==> config.mk <==
export PLATFORM = sky130hd
export DESIGN_NAME = delimited_span_finder_core
export DESIGN_NICKNAME = d
export VERILOG_FILES = /design/src/sv/dsf_pkg.sv /design/src/sv/delimited_span_finder_core.sv
export SDC_FILE = /design/constraint.sdc
export NUM_CORES = 1
export LEC_CHECK = 0
export BUFFER_PORTS_ARGS = -buffer_cell sky130_fd_sc_hd__buf_4
export CAP_MARGIN = 20
export CELL_PAD_IN_SITES_DETAIL_PLACEMENT = 1
export CELL_PAD_IN_SITES_GLOBAL_PLACEMENT = 1
export CORE_MARGIN = 5
export CORE_UTILIZATION = 45
export CTS_BUF_LIST = sky130_fd_sc_hd__clkbuf_8
export DETAILED_ROUTE_END_ITERATION = 6
export GPL_ROUTABILITY_DRIVEN = 1
export PLACE_DENSITY_LB_ADDON = 0.25
export SETUP_SLACK_MARGIN = 0.2
export SYNTH_ARGS = -nofsm -noshare
export SYNTH_HDL_FRONTEND = slang
export SYNTH_SLANG_ARGS = --single-unit
export TNS_END_PERCENT = 100
==> constraint.sdc <==
create_clock -name clk_i -period 10.66 [get_ports clk_i]
set_clock_uncertainty 0.05 [all_clocks]
set_input_delay 1.599 -clock clk_i [delete_from_list [all_inputs] [get_ports clk_i]]
set_output_delay 1.599 -clock clk_i [all_outputs]
set_load 0.005 [all_outputs]
==> src/sv/dsf_pkg.sv <==
package dsf_pkg;

  localparam int unsigned CharWidth       = 16;
  localparam int unsigned PatternWidth    = 64;
  localparam int unsigned LengthWidth     = 3;
  localparam int unsigned MaxDelimChars   = 4;
  localparam int unsigned PosWidthDefault = 16;
  localparam int unsigned CfgIndexWidth   = 2;

  // Configuration register indexes.
  localparam logic [CfgIndexWidth-1:0] CfgBeginPattern = 2'd0;
  localparam logic [CfgIndexWidth-1:0] CfgBeginLength  = 2'd1;
  localparam logic [CfgIndexWidth-1:0] CfgEndPattern   = 2'd2;
  localparam logic [CfgIndexWidth-1:0] CfgEndLength    = 2'd3;

  // Picks character idx of a packed delimiter, first character in the low bits.
  function automatic logic [CharWidth-1:0] delim_char(
    input logic [PatternWidth-1:0] pattern,
    input logic [1:0]              idx
  );
    return pattern[idx*CharWidth +: CharWidth];
  endfunction

  // Clamps a programmed length into 1..MaxDelimChars.
  function automatic logic [LengthWidth-1:0] used_length(input logic [LengthWidth-1:0] len);
    logic [LengthWidth-1:0] max_len;
    max_len = LengthWidth'(MaxDelimChars);
    if (len == '0) begin
      return LengthWidth'(1);
    end else if (len > max_len) begin
      return max_len;
    end
    return len;
  endfunction

endpackage

==> src/sv/delimited_span_finder_core.sv <==
// Delimiter span finder. A string streams in one 16-bit character per beat,
// with tlast on its last character. The block finds the first span that opens
// with the programmed begin delimiter and closes with the programmed end
// delimiter (each one to four characters) and returns exactly one result beat
// per input beat: tuser marks the beat that completes the first span, and tdata
// then carries the 1-based positions of the span's first and last characters
// (zero otherwise). Matching is a plain four-phase scan: a mismatch while
// reading a delimiter falls back one phase without re-examining the current
// character, and the character that completes the begin delimiter may also
// open the end delimiter. After a match the rest of the string is ignored;
// the tlast beat is echoed and clears the scan state for the next string.
// Throughput is one character per clock while the result stream is not
// stalled: the whole phase update is a few 16-bit compares and one position
// subtract, done between the input register and the result register. An
// input register and the result register let the block take a new beat
// while a finished result is still waiting to be taken. Configuration
// writes are always accepted and should be made between strings.
module delimited_span_finder_core
  import dsf_pkg::*;
#(
  parameter int unsigned POS_WIDTH = PosWidthDefault
) (
  input  logic                     clk_i,
  input  logic                     rst_ni,

  // Configuration write channel.
  input  logic                     cfg_valid_i,
  output logic                     cfg_ready_o,
  input  logic [CfgIndexWidth-1:0] cfg_index_i,
  input  logic [PatternWidth-1:0]  cfg_data_i,

  // Character stream.
  input  logic                     s_axis_tvalid,
  output logic                     s_axis_tready,
  input  logic [CharWidth-1:0]     s_axis_tdata,   // [15:0] character
  input  logic                     s_axis_tlast,   // is_final

  // Result stream.
  output logic                     m_axis_tvalid,
  input  logic                     m_axis_tready,
  output logic [2*CharWidth-1:0]   m_axis_tdata,   // [15:0] span_start, [31:16] span_end
  output logic                     m_axis_tuser,   // [0] match_found
  output logic                     m_axis_tlast    // string_done
);

  typedef enum logic [1:0] {
    SeekBegin,
    ReadBegin,
    SeekEnd,
    ReadEnd
  } phase_e;

  // Positions are reported as their low 16 bits, zero-extended if narrower.
  localparam int unsigned WideWidth = (POS_WIDTH > CharWidth) ? POS_WIDTH : CharWidth;

  // Configuration registers.
  logic [PatternWidth-1:0] begin_pattern_q;
  logic [LengthWidth-1:0]  begin_length_q;
  logic [PatternWidth-1:0] end_pattern_q;
  logic [LengthWidth-1:0]  end_length_q;

  // Input register.
  logic                    in_valid_q;
  logic [CharWidth-1:0]    in_char_q;
  logic                    in_last_q;

  // Scan state.
  phase_e                  phase_q, phase_d;
  logic [POS_WIDTH-1:0]    pos_q, pos_d;
  logic [POS_WIDTH-1:0]    anchor_q, anchor_d;
  logic [POS_WIDTH-1:0]    span_q, span_d;
  logic                    matched_q, matched_d;

  // Result register.
  logic                    out_valid_q;
  logic [2*CharWidth-1:0]  out_data_q;
  logic                    out_found_q;
  logic                    out_last_q;

  logic                    advance;
  logic                    found;
  logic [POS_WIDTH-1:0]    blen_ext, elen_ext;
  logic [POS_WIDTH-1:0]    offs_b, k_b, offs_e, k_e;
  logic [WideWidth-1:0]    start_wide, end_wide;

  assign cfg_ready_o = 1'b1;

  always_ff @(posedge clk_i or negedge rst_ni) begin
    if (!rst_ni) begin
      begin_pattern_q <= '0;
      begin_length_q  <= LengthWidth'(1);
      end_pattern_q   <= '0;
      end_length_q    <= LengthWidth'(1);
    end else if (cfg_valid_i) begin
      unique case (cfg_index_i)
        CfgBeginPattern: begin_pattern_q <= cfg_data_i;
        CfgBeginLength:  begin_length_q  <= cfg_data_i[LengthWidth-1:0];
        CfgEndPattern:   end_pattern_q   <= cfg_data_i;
        CfgEndLength:    end_length_q    <= cfg_data_i[LengthWidth-1:0];
        default: ;
      endcase
    end
  end

  // The result register moves when it is empty or being drained; the input
  // register then moves with it, or fills whenever it is empty.
  assign advance       = !out_valid_q || m_axis_tready;
  assign s_axis_tready = !in_valid_q || advance;

  always_ff @(posedge clk_i or negedge rst_ni) begin
    if (!rst_ni) begin
      in_valid_q <= 1'b0;
    end else if (s_axis_tready) begin
      in_valid_q <= s_axis_tvalid;
    end
  end

  always_ff @(posedge clk_i) begin
    if (s_axis_tvalid && s_axis_tready) begin
      in_char_q <= s_axis_tdata;
      in_last_q <= s_axis_tlast;
    end
  end

  assign blen_ext = POS_WIDTH'(used_length(begin_length_q));
  assign elen_ext = POS_WIDTH'(used_length(end_length_q));

  // One character of the four-phase scan. The phases are tested in order so
  // that a single character can move through several of them in one step.
  always_comb begin
    phase_d   = phase_q;
    pos_d     = pos_q;
    anchor_d  = anchor_q;
    span_d    = span_q;
    matched_d = matched_q;
    found     = 1'b0;
    offs_b    = '0;
    k_b       = '0;
    offs_e    = '0;
    k_e       = '0;

    if (!matched_q) begin
      pos_d = pos_q + 1'b1;

      if (phase_d == SeekBegin && in_char_q == delim_char(begin_pattern_q, 2'd0)) begin
        anchor_d = pos_d;
        span_d   = pos_d;
        phase_d  = ReadBegin;
      end

      if (phase_d == ReadBegin) begin
        offs_b = pos_d - anchor_d;
        k_b    = offs_b + 1'b1;
        if (k_b < blen_ext) begin
          if (in_char_q != delim_char(begin_pattern_q, offs_b[1:0])) begin
            phase_d = SeekBegin;
          end
        end else if (k_b == blen_ext) begin
          phase_d = (in_char_q == delim_char(begin_pattern_q, offs_b[1:0])) ? SeekEnd
                                                                             : SeekBegin;
        end
      end

      if (phase_d == SeekEnd && in_char_q == delim_char(end_pattern_q, 2'd0)) begin
        anchor_d = pos_d;
        phase_d  = ReadEnd;
      end

      if (phase_d == ReadEnd) begin
        offs_e = pos_d - anchor_d;
        k_e    = offs_e + 1'b1;
        if (k_e < elen_ext) begin
          if (in_char_q != delim_char(end_pattern_q, offs_e[1:0])) begin
            phase_d = SeekEnd;
          end
        end else if (k_e == elen_ext) begin
          if (in_char_q == delim_char(end_pattern_q, offs_e[1:0])) begin
            found     = 1'b1;
            matched_d = 1'b1;
          end else begin
            phase_d = SeekEnd;
          end
        end
      end
    end
  end

  assign start_wide = WideWidth'(span_d);
  assign end_wide   = WideWidth'(pos_d);

  // The tlast character returns the scan to its reset state.
  always_ff @(posedge clk_i or negedge rst_ni) begin
    if (!rst_ni) begin
      phase_q   <= SeekBegin;
      pos_q     <= '0;
      anchor_q  <= '0;
      span_q    <= '0;
      matched_q <= 1'b0;
    end else if (advance && in_valid_q) begin
      if (in_last_q) begin
        phase_q   <= SeekBegin;
        pos_q     <= '0;
        anchor_q  <= '0;
        span_q    <= '0;
        matched_q <= 1'b0;
      end else begin
        phase_q   <= phase_d;
        pos_q     <= pos_d;
        anchor_q  <= anchor_d;
        span_q    <= span_d;
        matched_q <= matched_d;
      end
    end
  end

  always_ff @(posedge clk_i or negedge rst_ni) begin
    if (!rst_ni) begin
      out_valid_q <= 1'b0;
    end else if (advance) begin
      out_valid_q <= in_valid_q;
    end
  end

  always_ff @(posedge clk_i) begin
    if (advance && in_valid_q) begin
      out_found_q <= found;
      out_last_q  <= in_last_q;
      out_data_q  <= found ? {end_wide[CharWidth-1:0], start_wide[CharWidth-1:0]} : '0;
    end
  end

  assign m_axis_tvalid = out_valid_q;
  assign m_axis_tdata  = out_data_q;
  assign m_axis_tuser  = out_found_q;
  assign m_axis_tlast  = out_last_q;

  // A beat without a match carries zero positions.
  a_no_match_zero: assert property (@(posedge clk_i) disable iff (!rst_ni)
    (m_axis_tvalid && !m_axis_tuser) |-> (m_axis_tdata == '0))
    else $error("result without a match carries nonzero positions");

  // Once matched, the scan stays parked in the end-reading phase.
  a_matched_phase: assert property (@(posedge clk_i) disable iff (!rst_ni)
    matched_q |-> (phase_q == ReadEnd))
    else $error("matched flag set outside the end-reading phase");

  // The input side only stalls when both registers are full and blocked.
  a_stall_cause: assert property (@(posedge clk_i) disable iff (!rst_ni)
    !s_axis_tready |-> (in_valid_q && out_valid_q && !m_axis_tready))
    else $error("input stalled without a full, blocked pipeline");

  // A processed tlast character leaves the scan state cleared.
  a_last_clears: assert property (@(posedge clk_i) disable iff (!rst_ni)
    (advance && in_valid_q && in_last_q) |=> (pos_q == '0 && !matched_q))
    else $error("scan state not cleared after the last character");

endmodule
==> run_results.csv, run 1 <==
group,metric,value,unit
setup_path,cpMaxStageDelayCell,"or4_4",
layout,drive_gt1_share,33.5,%
routing,wl_per_cell,22.1,um
clocking,cts_buffer_depth,3,
routing,antenna_left,0,
layout,antennaDiodeCount,0,
timing,hold_viol_final,0,
clocking,clock_latency,0.58,ns
timing,fin_ws,0.864,ns
job,cap_violations,0,
floorplan,chipHeight,183,um
setup_path,worstReg2RegStart,"in_char_q[6]",
hold_path,min_from,"anchor_q[12]",
timing,fin_tns_setup,0,ns
outcome,status,"completed",
hold_path,whs_endpoint,"anchor_q[12]",
routing,drt_iter0_drc,546,
hold_path,hold_class,"reg -> reg",
setup_path,r2r_end,"m_axis_tdata[2]",
global_route,grt_usage,22.6,%
floorplan,core.rowCount,63,
global_route,grt_max_degree,116,
floorplan,coreArea,0.0296,sq mm
power,worst_ir_drop_vdd,0.000117,V
setup_path,r2r_cells,36,
synthesis,synth_edf_count,51,
global_route,antenna_found_initial,0,
timing,finalSetupViolations,0,
timing,period_minus_slack,9.80,ns
layout,nFillCells,3105,
layout,layout_common_cells,"dfrtp_1, mux2_2, buf_4",
layout,area_growth,18.3,%
global_route,grt_first_pass_wirelength,60.5,mm
power,power.total,0.00296,W
layout,ff_latch_area,0.00621,sq mm
synthesis,ys.flop_type,"dfrtp_1",
clocking,ctsHtreeMaxLevel,2,
global_route,grt_pass1_vias,10708,
setup_path,max_stage_delay,0.60,ns
synthesis,synthArstFlopShare,78.6,%
hold_path,min_path_cells,2,
synthesis,synth_cell_type_count,78,
setup_path,worstPathRequired,11.00,ns
layout,layout_commonest_cell,"dfrtp_1",
placed_design,gp_congestion,0.860,
power,power.density,186,mW/mm^2
clocking,clk_pin_slew,0.06,ns
clocking,cts_buffers,44,
setup_path,endpoint_kind,"flip-flop",
floorplan,pin_count,125,
synthesis,syn_nets,1308,
placed_design,io_buffer_count,123,
synthesis,synth-seq-cells,238,
timing,fin_crit_sh,91.9,%
synthesis,ys_warn_count,0,
routing,num_vias,9896,
setup_path,crit_type,"reg -> reg",
placed_design,hpwl,27.2,mm
setup_path,critPathMaxFanout,36,
synthesis,syn-cell-area,0.0135,sq mm
setup_path,start_kind,"flip-flop",
floorplan,die-area,0.0335,sq mm
power,power.leakage,6.64,nW
synthesis,avgSynthCellArea,11.5,sq um
timing,slew_headroom,31.7,%
routing,dr.pass1.iters,5,
layout,multi_input_area,0.00700,sq mm
clocking,cts_sinks,238,
clocking,cts_tree,"done",
routing,wirelength,38.1,mm
global_route,grt.overflow.total,0,
placed_design,pre_cts_ws,0.239,ns
setup_path,arrival,10.13,ns
routing,vias_per_cell,5.72,
timing,rsz0062_at_grt,"false",
floorplan,initial_core_util,45.6,%
setup_path,r2r_slack,0.86,ns
synthesis,yosysSeqAreaShare,46.1,%
layout,nets,1436,
timing,drv_slew,0,
setup_path,cp-startpoint,"in_char_q[6]",
floorplan,die_w,183,um
timing,clock.fmax,102,MHz
routing,drc,0,
synthesis,synthCells,1175,
clocking,clockRootBuffer,"clkbuf_8",
timing,worst_slew_pin_slew,1.02,ns
## power breakdown
part / switching (W) / internal, W / total, W
Clock: 0.000409 / 0.000499 / 0.000908
Sequential: 0.0000881 / 0.00105 / 0.00113
Combinational: 0.000476 / 0.000447 / 0.000923
Total: 0.000973 / 0.00199 / 0.00296
## cells by family (layout without fill, tap and decap cells)
kind of cell             after synthesis  in the layout  synth area share [%]
multiplexers                         188            188                  18.4
other                                  1              1                0.0278
buffers and inverters                108            271                  3.21
AND/OR/NAND/NOR                      278            278                  10.1
adder cells (fa/ha/maj)               45             45                  4.29
AO/OA/AOI/OAI                        211            212                  10.9
flip-flops                           238            238                  46.1
XOR/XNOR                             106            106                  6.89
## worst max path at each step
stage                       endpoint  slack, ns
finish               m_axis_tdata[2]       0.86
CTS                  m_axis_tdata[4]       0.25
global placement     m_axis_tdata[3]       0.46
detailed placement   m_axis_tdata[3]       0.24
global route         m_axis_tdata[3]       0.24
floorplan           m_axis_tdata[10]       1.30
## cells in the mapped netlist, types with 5 or more instances
library cell  count  area share, %
a211oi_2         12            1.1
or2_2             6           0.28
clkbuf_1         56            1.6
mux2_2          151             13
xnor2_1          84            5.5
or3_1             6           0.28
o21a_1            6           0.33
o21ai_0          63            2.3
mux4_2           32            5.4
nor2b_1           8           0.37
a31oi_1           6           0.28
nand4_1          21           0.98
buf_2             6           0.22
nand2_1          72            2.0
a21o_1           14           0.78
ha_1             43            4.0
inv_1            40            1.1
edfxtp_1         51             11
and2_1            7           0.33
and3_1            9           0.42
nand3b_1          5           0.28
dfrtp_1         185             34
nand3_1          18           0.67
nor4_1           10           0.46
a211oi_1          8           0.45
nor3_1           11           0.41
nand2b_1         12           0.56
o31ai_1           6           0.33
xor2_1           22            1.4
a21oi_1          33            1.2
nor2_1           78            2.2
a21boi_0          5           0.28
## repair_timing
| action | CTS | global route |
|---|---|---|
| setup buffers | 0 | 6 |
| resized for setup | 1 | 31 |
| hold endpoints to repair | 0 | 0 |
| endpoints found under the setup margin | 3 | 35 |
| hold buffers | 0 | 0 |
| gates cloned | 0 | 1 |
| pin swaps | 0 | 3 |
## stage by stage
step	util, %	instances	hold slack [ns]	area, sq um
2_1_floorplan	-	1175	0.374	13500
3_3_place_gp	49.9	1639	0.412	14800
3_5_place_dp	49.9	1639	0.426	14800
4_1_cts	53.1	1721	0.438	15700
5_1_grt	53.9	1729	0.463	15900
6_report	53.9	1729	0.436	15900
## area by class of cell
type / count / area share [%]
Multi-Input combinational cell: 830 / 44.0
Timing Repair Buffer: 149 / 7.24
Tap cell: 390 / 3.06
Inverter: 40 / 0.943
Clock buffer: 52 / 4.49
Clock inverter: 30 / 1.28
Sequential cell: 238 / 39.0
## state kept, by name, summed over array words and instances, names as in the netlist, 2 cells and up
register,flops
span_q,16
end_length_q,3
m_axis_tdata,32
in_char_q,16
begin_length_q,3
end_pattern_q,64
begin_pattern_q,64
phase_q,2
pos_q,16
anchor_q,16
## routing by layer
layer	global-route usage (%)	routed length, um	part of all wire [%]	up-vias
li1	-	-	-	4540
met1	32.5	17700	46	5104
met2	36.4	18200	48	197
met3	3.91	1660	4.3	55
met4	4.50	637	1.7	0
met5	0	0	0	-
## worst max-delay path, delay by kind of cell, from the launching register on
family	cells	cell delay (ns)
AOI/OAI and AO/OA	14	3.24
xor gates and xnor gates	3	0.58
adders and majority gates	4	1.26
buffers and inverters	2	0.45
DFF	1	0.48
muxes	1	0.35
and+or+nand+nor	12	3.18
Note: power is estimated with default switching activity, not from simulation.
==> run 2: changes to the inputs <==
Settings changed: CORE_UTILIZATION 45 to 50.
==> run 2 against run 1 <==
  * Non-clock buffer count grew 4
  * Core utilization grew 5.5 points
  * Cell count shrank 2.8%
  * Setup slack lost 0.18 ns
  * Sequential power is essentially flat
  * Via count grew 0.86%
  * Combinational power grew 2.6%
  * Largest cell class unchanged
  * Flip-flop and latch count is the same
  * Global-route usage grew 3.4 points
  * Highest routed layer unchanged
==> run_results.csv, run 2 (synthesis results as in run 1) <==
group,metric,value,unit
placed_design,dp.cells,1596,
setup_path,max_stage_delay,0.60,ns
timing,fin_crit_sh,93.6,%
routing,drt_iter0_drc,519,
routing,vias_per_cell,5.94,
job,cap_violations,0,
timing,hold_viol_final,0,
layout,antennaDiodeCount,0,
setup_path,cpMaxStageDelayCell,"or4_1",
setup_path,cp-startpoint,"in_char_q[13]",
routing,wl_per_cell,23.9,um
placed_design,io_buffer_count,123,
layout,layout.cells.non_filler,1680,
power,power.leakage,6.67,nW
routing,dr.pass1.iters,4,
placed_design,placed_cell_area,0.0148,sq mm
power,power.density,189,mW/mm^2
layout,area_growth,17.9,%
global_route,antenna_found_initial,0,
setup_path,r2r_slack,0.68,ns
layout,layout_commonest_cell,"dfrtp_1",
floorplan,core.rowCount,60,
setup_path,worstPathRequired,10.97,ns
floorplan,chipHeight,174,um
timing,worst_slew_pin_slew,0.934,ns
routing,num_vias,9981,
clocking,ctsHtreeMaxLevel,2,
timing,rsz0062_at_grt,"false",
layout,design_area,0.0159,sq mm
global_route,grt_first_pass_wirelength,62.5,mm
layout,nets,1438,
layout,layout_common_cells,"dfrtp_1, mux2_2, buf_4",
layout,drive_gt1_share,33.5,%
timing,period_minus_slack,9.98,ns
setup_path,cp-endpoint,"m_axis_tdata[0]",
floorplan,coreArea,0.0267,sq mm
setup_path,start_kind,"flip-flop",
routing,drc,0,
global_route,grt_max_degree,79,
hold_path,hold_class,"reg -> reg",
floorplan,die-area,0.0303,sq mm
floorplan,initial_core_util,50.4,%
clocking,cts_buffers,43,
power,worst_ir_drop_vdd,0.000150,V
setup_path,worstReg2RegStart,"in_char_q[13]",
placed_design,gp_congestion,0.917,
timing,clock.fmax,100,MHz
clocking,holdBufCountCts,0,
global_route,grt.overflow.total,0,
clocking,clockRootBuffer,"clkbuf_8",
timing,finalSetupViolations,0,
setup_path,critPathMaxFanout,33,
routing,antenna_left,0,
floorplan,pin_count,125,
clocking,clk_pin_slew,0.07,ns
floorplan,die_w,174,um
clocking,clock_latency,0.56,ns
global_route,grt_pass1_vias,11156,
setup_path,arrival,10.29,ns
setup_path,crit_type,"reg -> reg",
clocking,cts_tree,"done",
timing,holdWs,0.429,ns
global_route,grt_usage,26.0,%
outcome,status,"completed",
clocking,cts_sinks,238,
setup_path,endpoint_kind,"flip-flop",
placed_design,hpwl,27.6,mm
timing,slew_headroom,37.7,%
timing,fin_tns_setup,0,ns
routing,wirelength,40.1,mm
setup_path,r2r_end,"m_axis_tdata[0]",
layout,final_util,59.4,%
clocking,cts_buffer_depth,3,
timing,drv_slew,0,
setup_path,r2r_cells,32,
run 2: changes by cell type in the layout (fill, tap and decap cells not counted), moves of 2 or more:
cell      previous run  this run
a21boi_1             2         0
buf_4              145       149
buf_6                2         0
clkbuf_8            53        60
clkinv_1             3         1
clkinv_2             6         1
inv_8                2         0
xnor2_1             81        79
xnor2_2              3         5
xor2_1              19        21
xor2_2               3         1
run 2: worst min-delay path by stage:
stage	startpoint	endpoint	slack [ns]	depth (start not counted)
2_1_floorplan	in_last_q	m_axis_tlast	0.37	0
3_3_place_gp	span_q[11]	span_q[11]	0.41	2
3_5_place_dp	span_q[8]	span_q[8]	0.42	2
4_1_cts	span_q[8]	span_q[8]	0.43	2
5_1_grt	anchor_q[12]	anchor_q[12]	0.45	2
6_report	span_q[11]	span_q[11]	0.43	2
run 2: through the flow:
stage | power (W) | worst slack, ns
after floorplan | 0.00175 | 1.30
after global placement | 0.00201 | 0.733
after detailed placement | 0.00205 | 0.386
after CTS | 0.00298 | 0.309
after global routing | 0.00314 | 0.118
final | 0.00300 | 0.679
run 2: where the power goes:
part           leakage [nW]  switching (W)  internal (W)
Combinational          3.32       0.000492      0.000455
Sequential             2.82      0.0000875       0.00105
Clock                 0.536       0.000400      0.000517
Total                  6.67       0.000980       0.00202
run 2: routing by layer:
| metal | part of all wire (%) | track usage [%] | up-vias |
|---|---|---|---|
| li1 | - | - | 4531 |
| met3 | 4.1 | 3.85 | 94 |
| met4 | 3.9 | 10.4 | 0 |
| met1 | 39 | 30.8 | 5112 |
| met5 | 0 | 0 | - |
| met2 | 53 | 47.3 | 244 |
run 2: final cells by class:
| class | count | area, sq um |
|---|---|---|
| Fill cell | 2756 | 10800 |
| Multi-Input combinational cell | 829 | 6970 |
| Sequential cell | 238 | 6210 |
| Timing Repair Buffer | 153 | 1190 |
| Clock buffer | 59 | 812 |
| Tap cell | 341 | 427 |
| Inverter | 40 | 150 |
| Clock inverter | 20 | 115 |
run 2: critical path: cells and delay by family (launching register included):
kind            cells  cell delay, ns
simple gates       14            4.19
compound gates      9            2.36
fa+ha+maj           4            1.41
flops               1            0.49
mux                 2            0.49
buf+inv             2            0.49
xor+xnor            1            0.27
run 2: what timing repair did:
action	CTS	global route
resized for setup	0	27
setup buffers	0	3
endpoints found under the setup margin	0	34
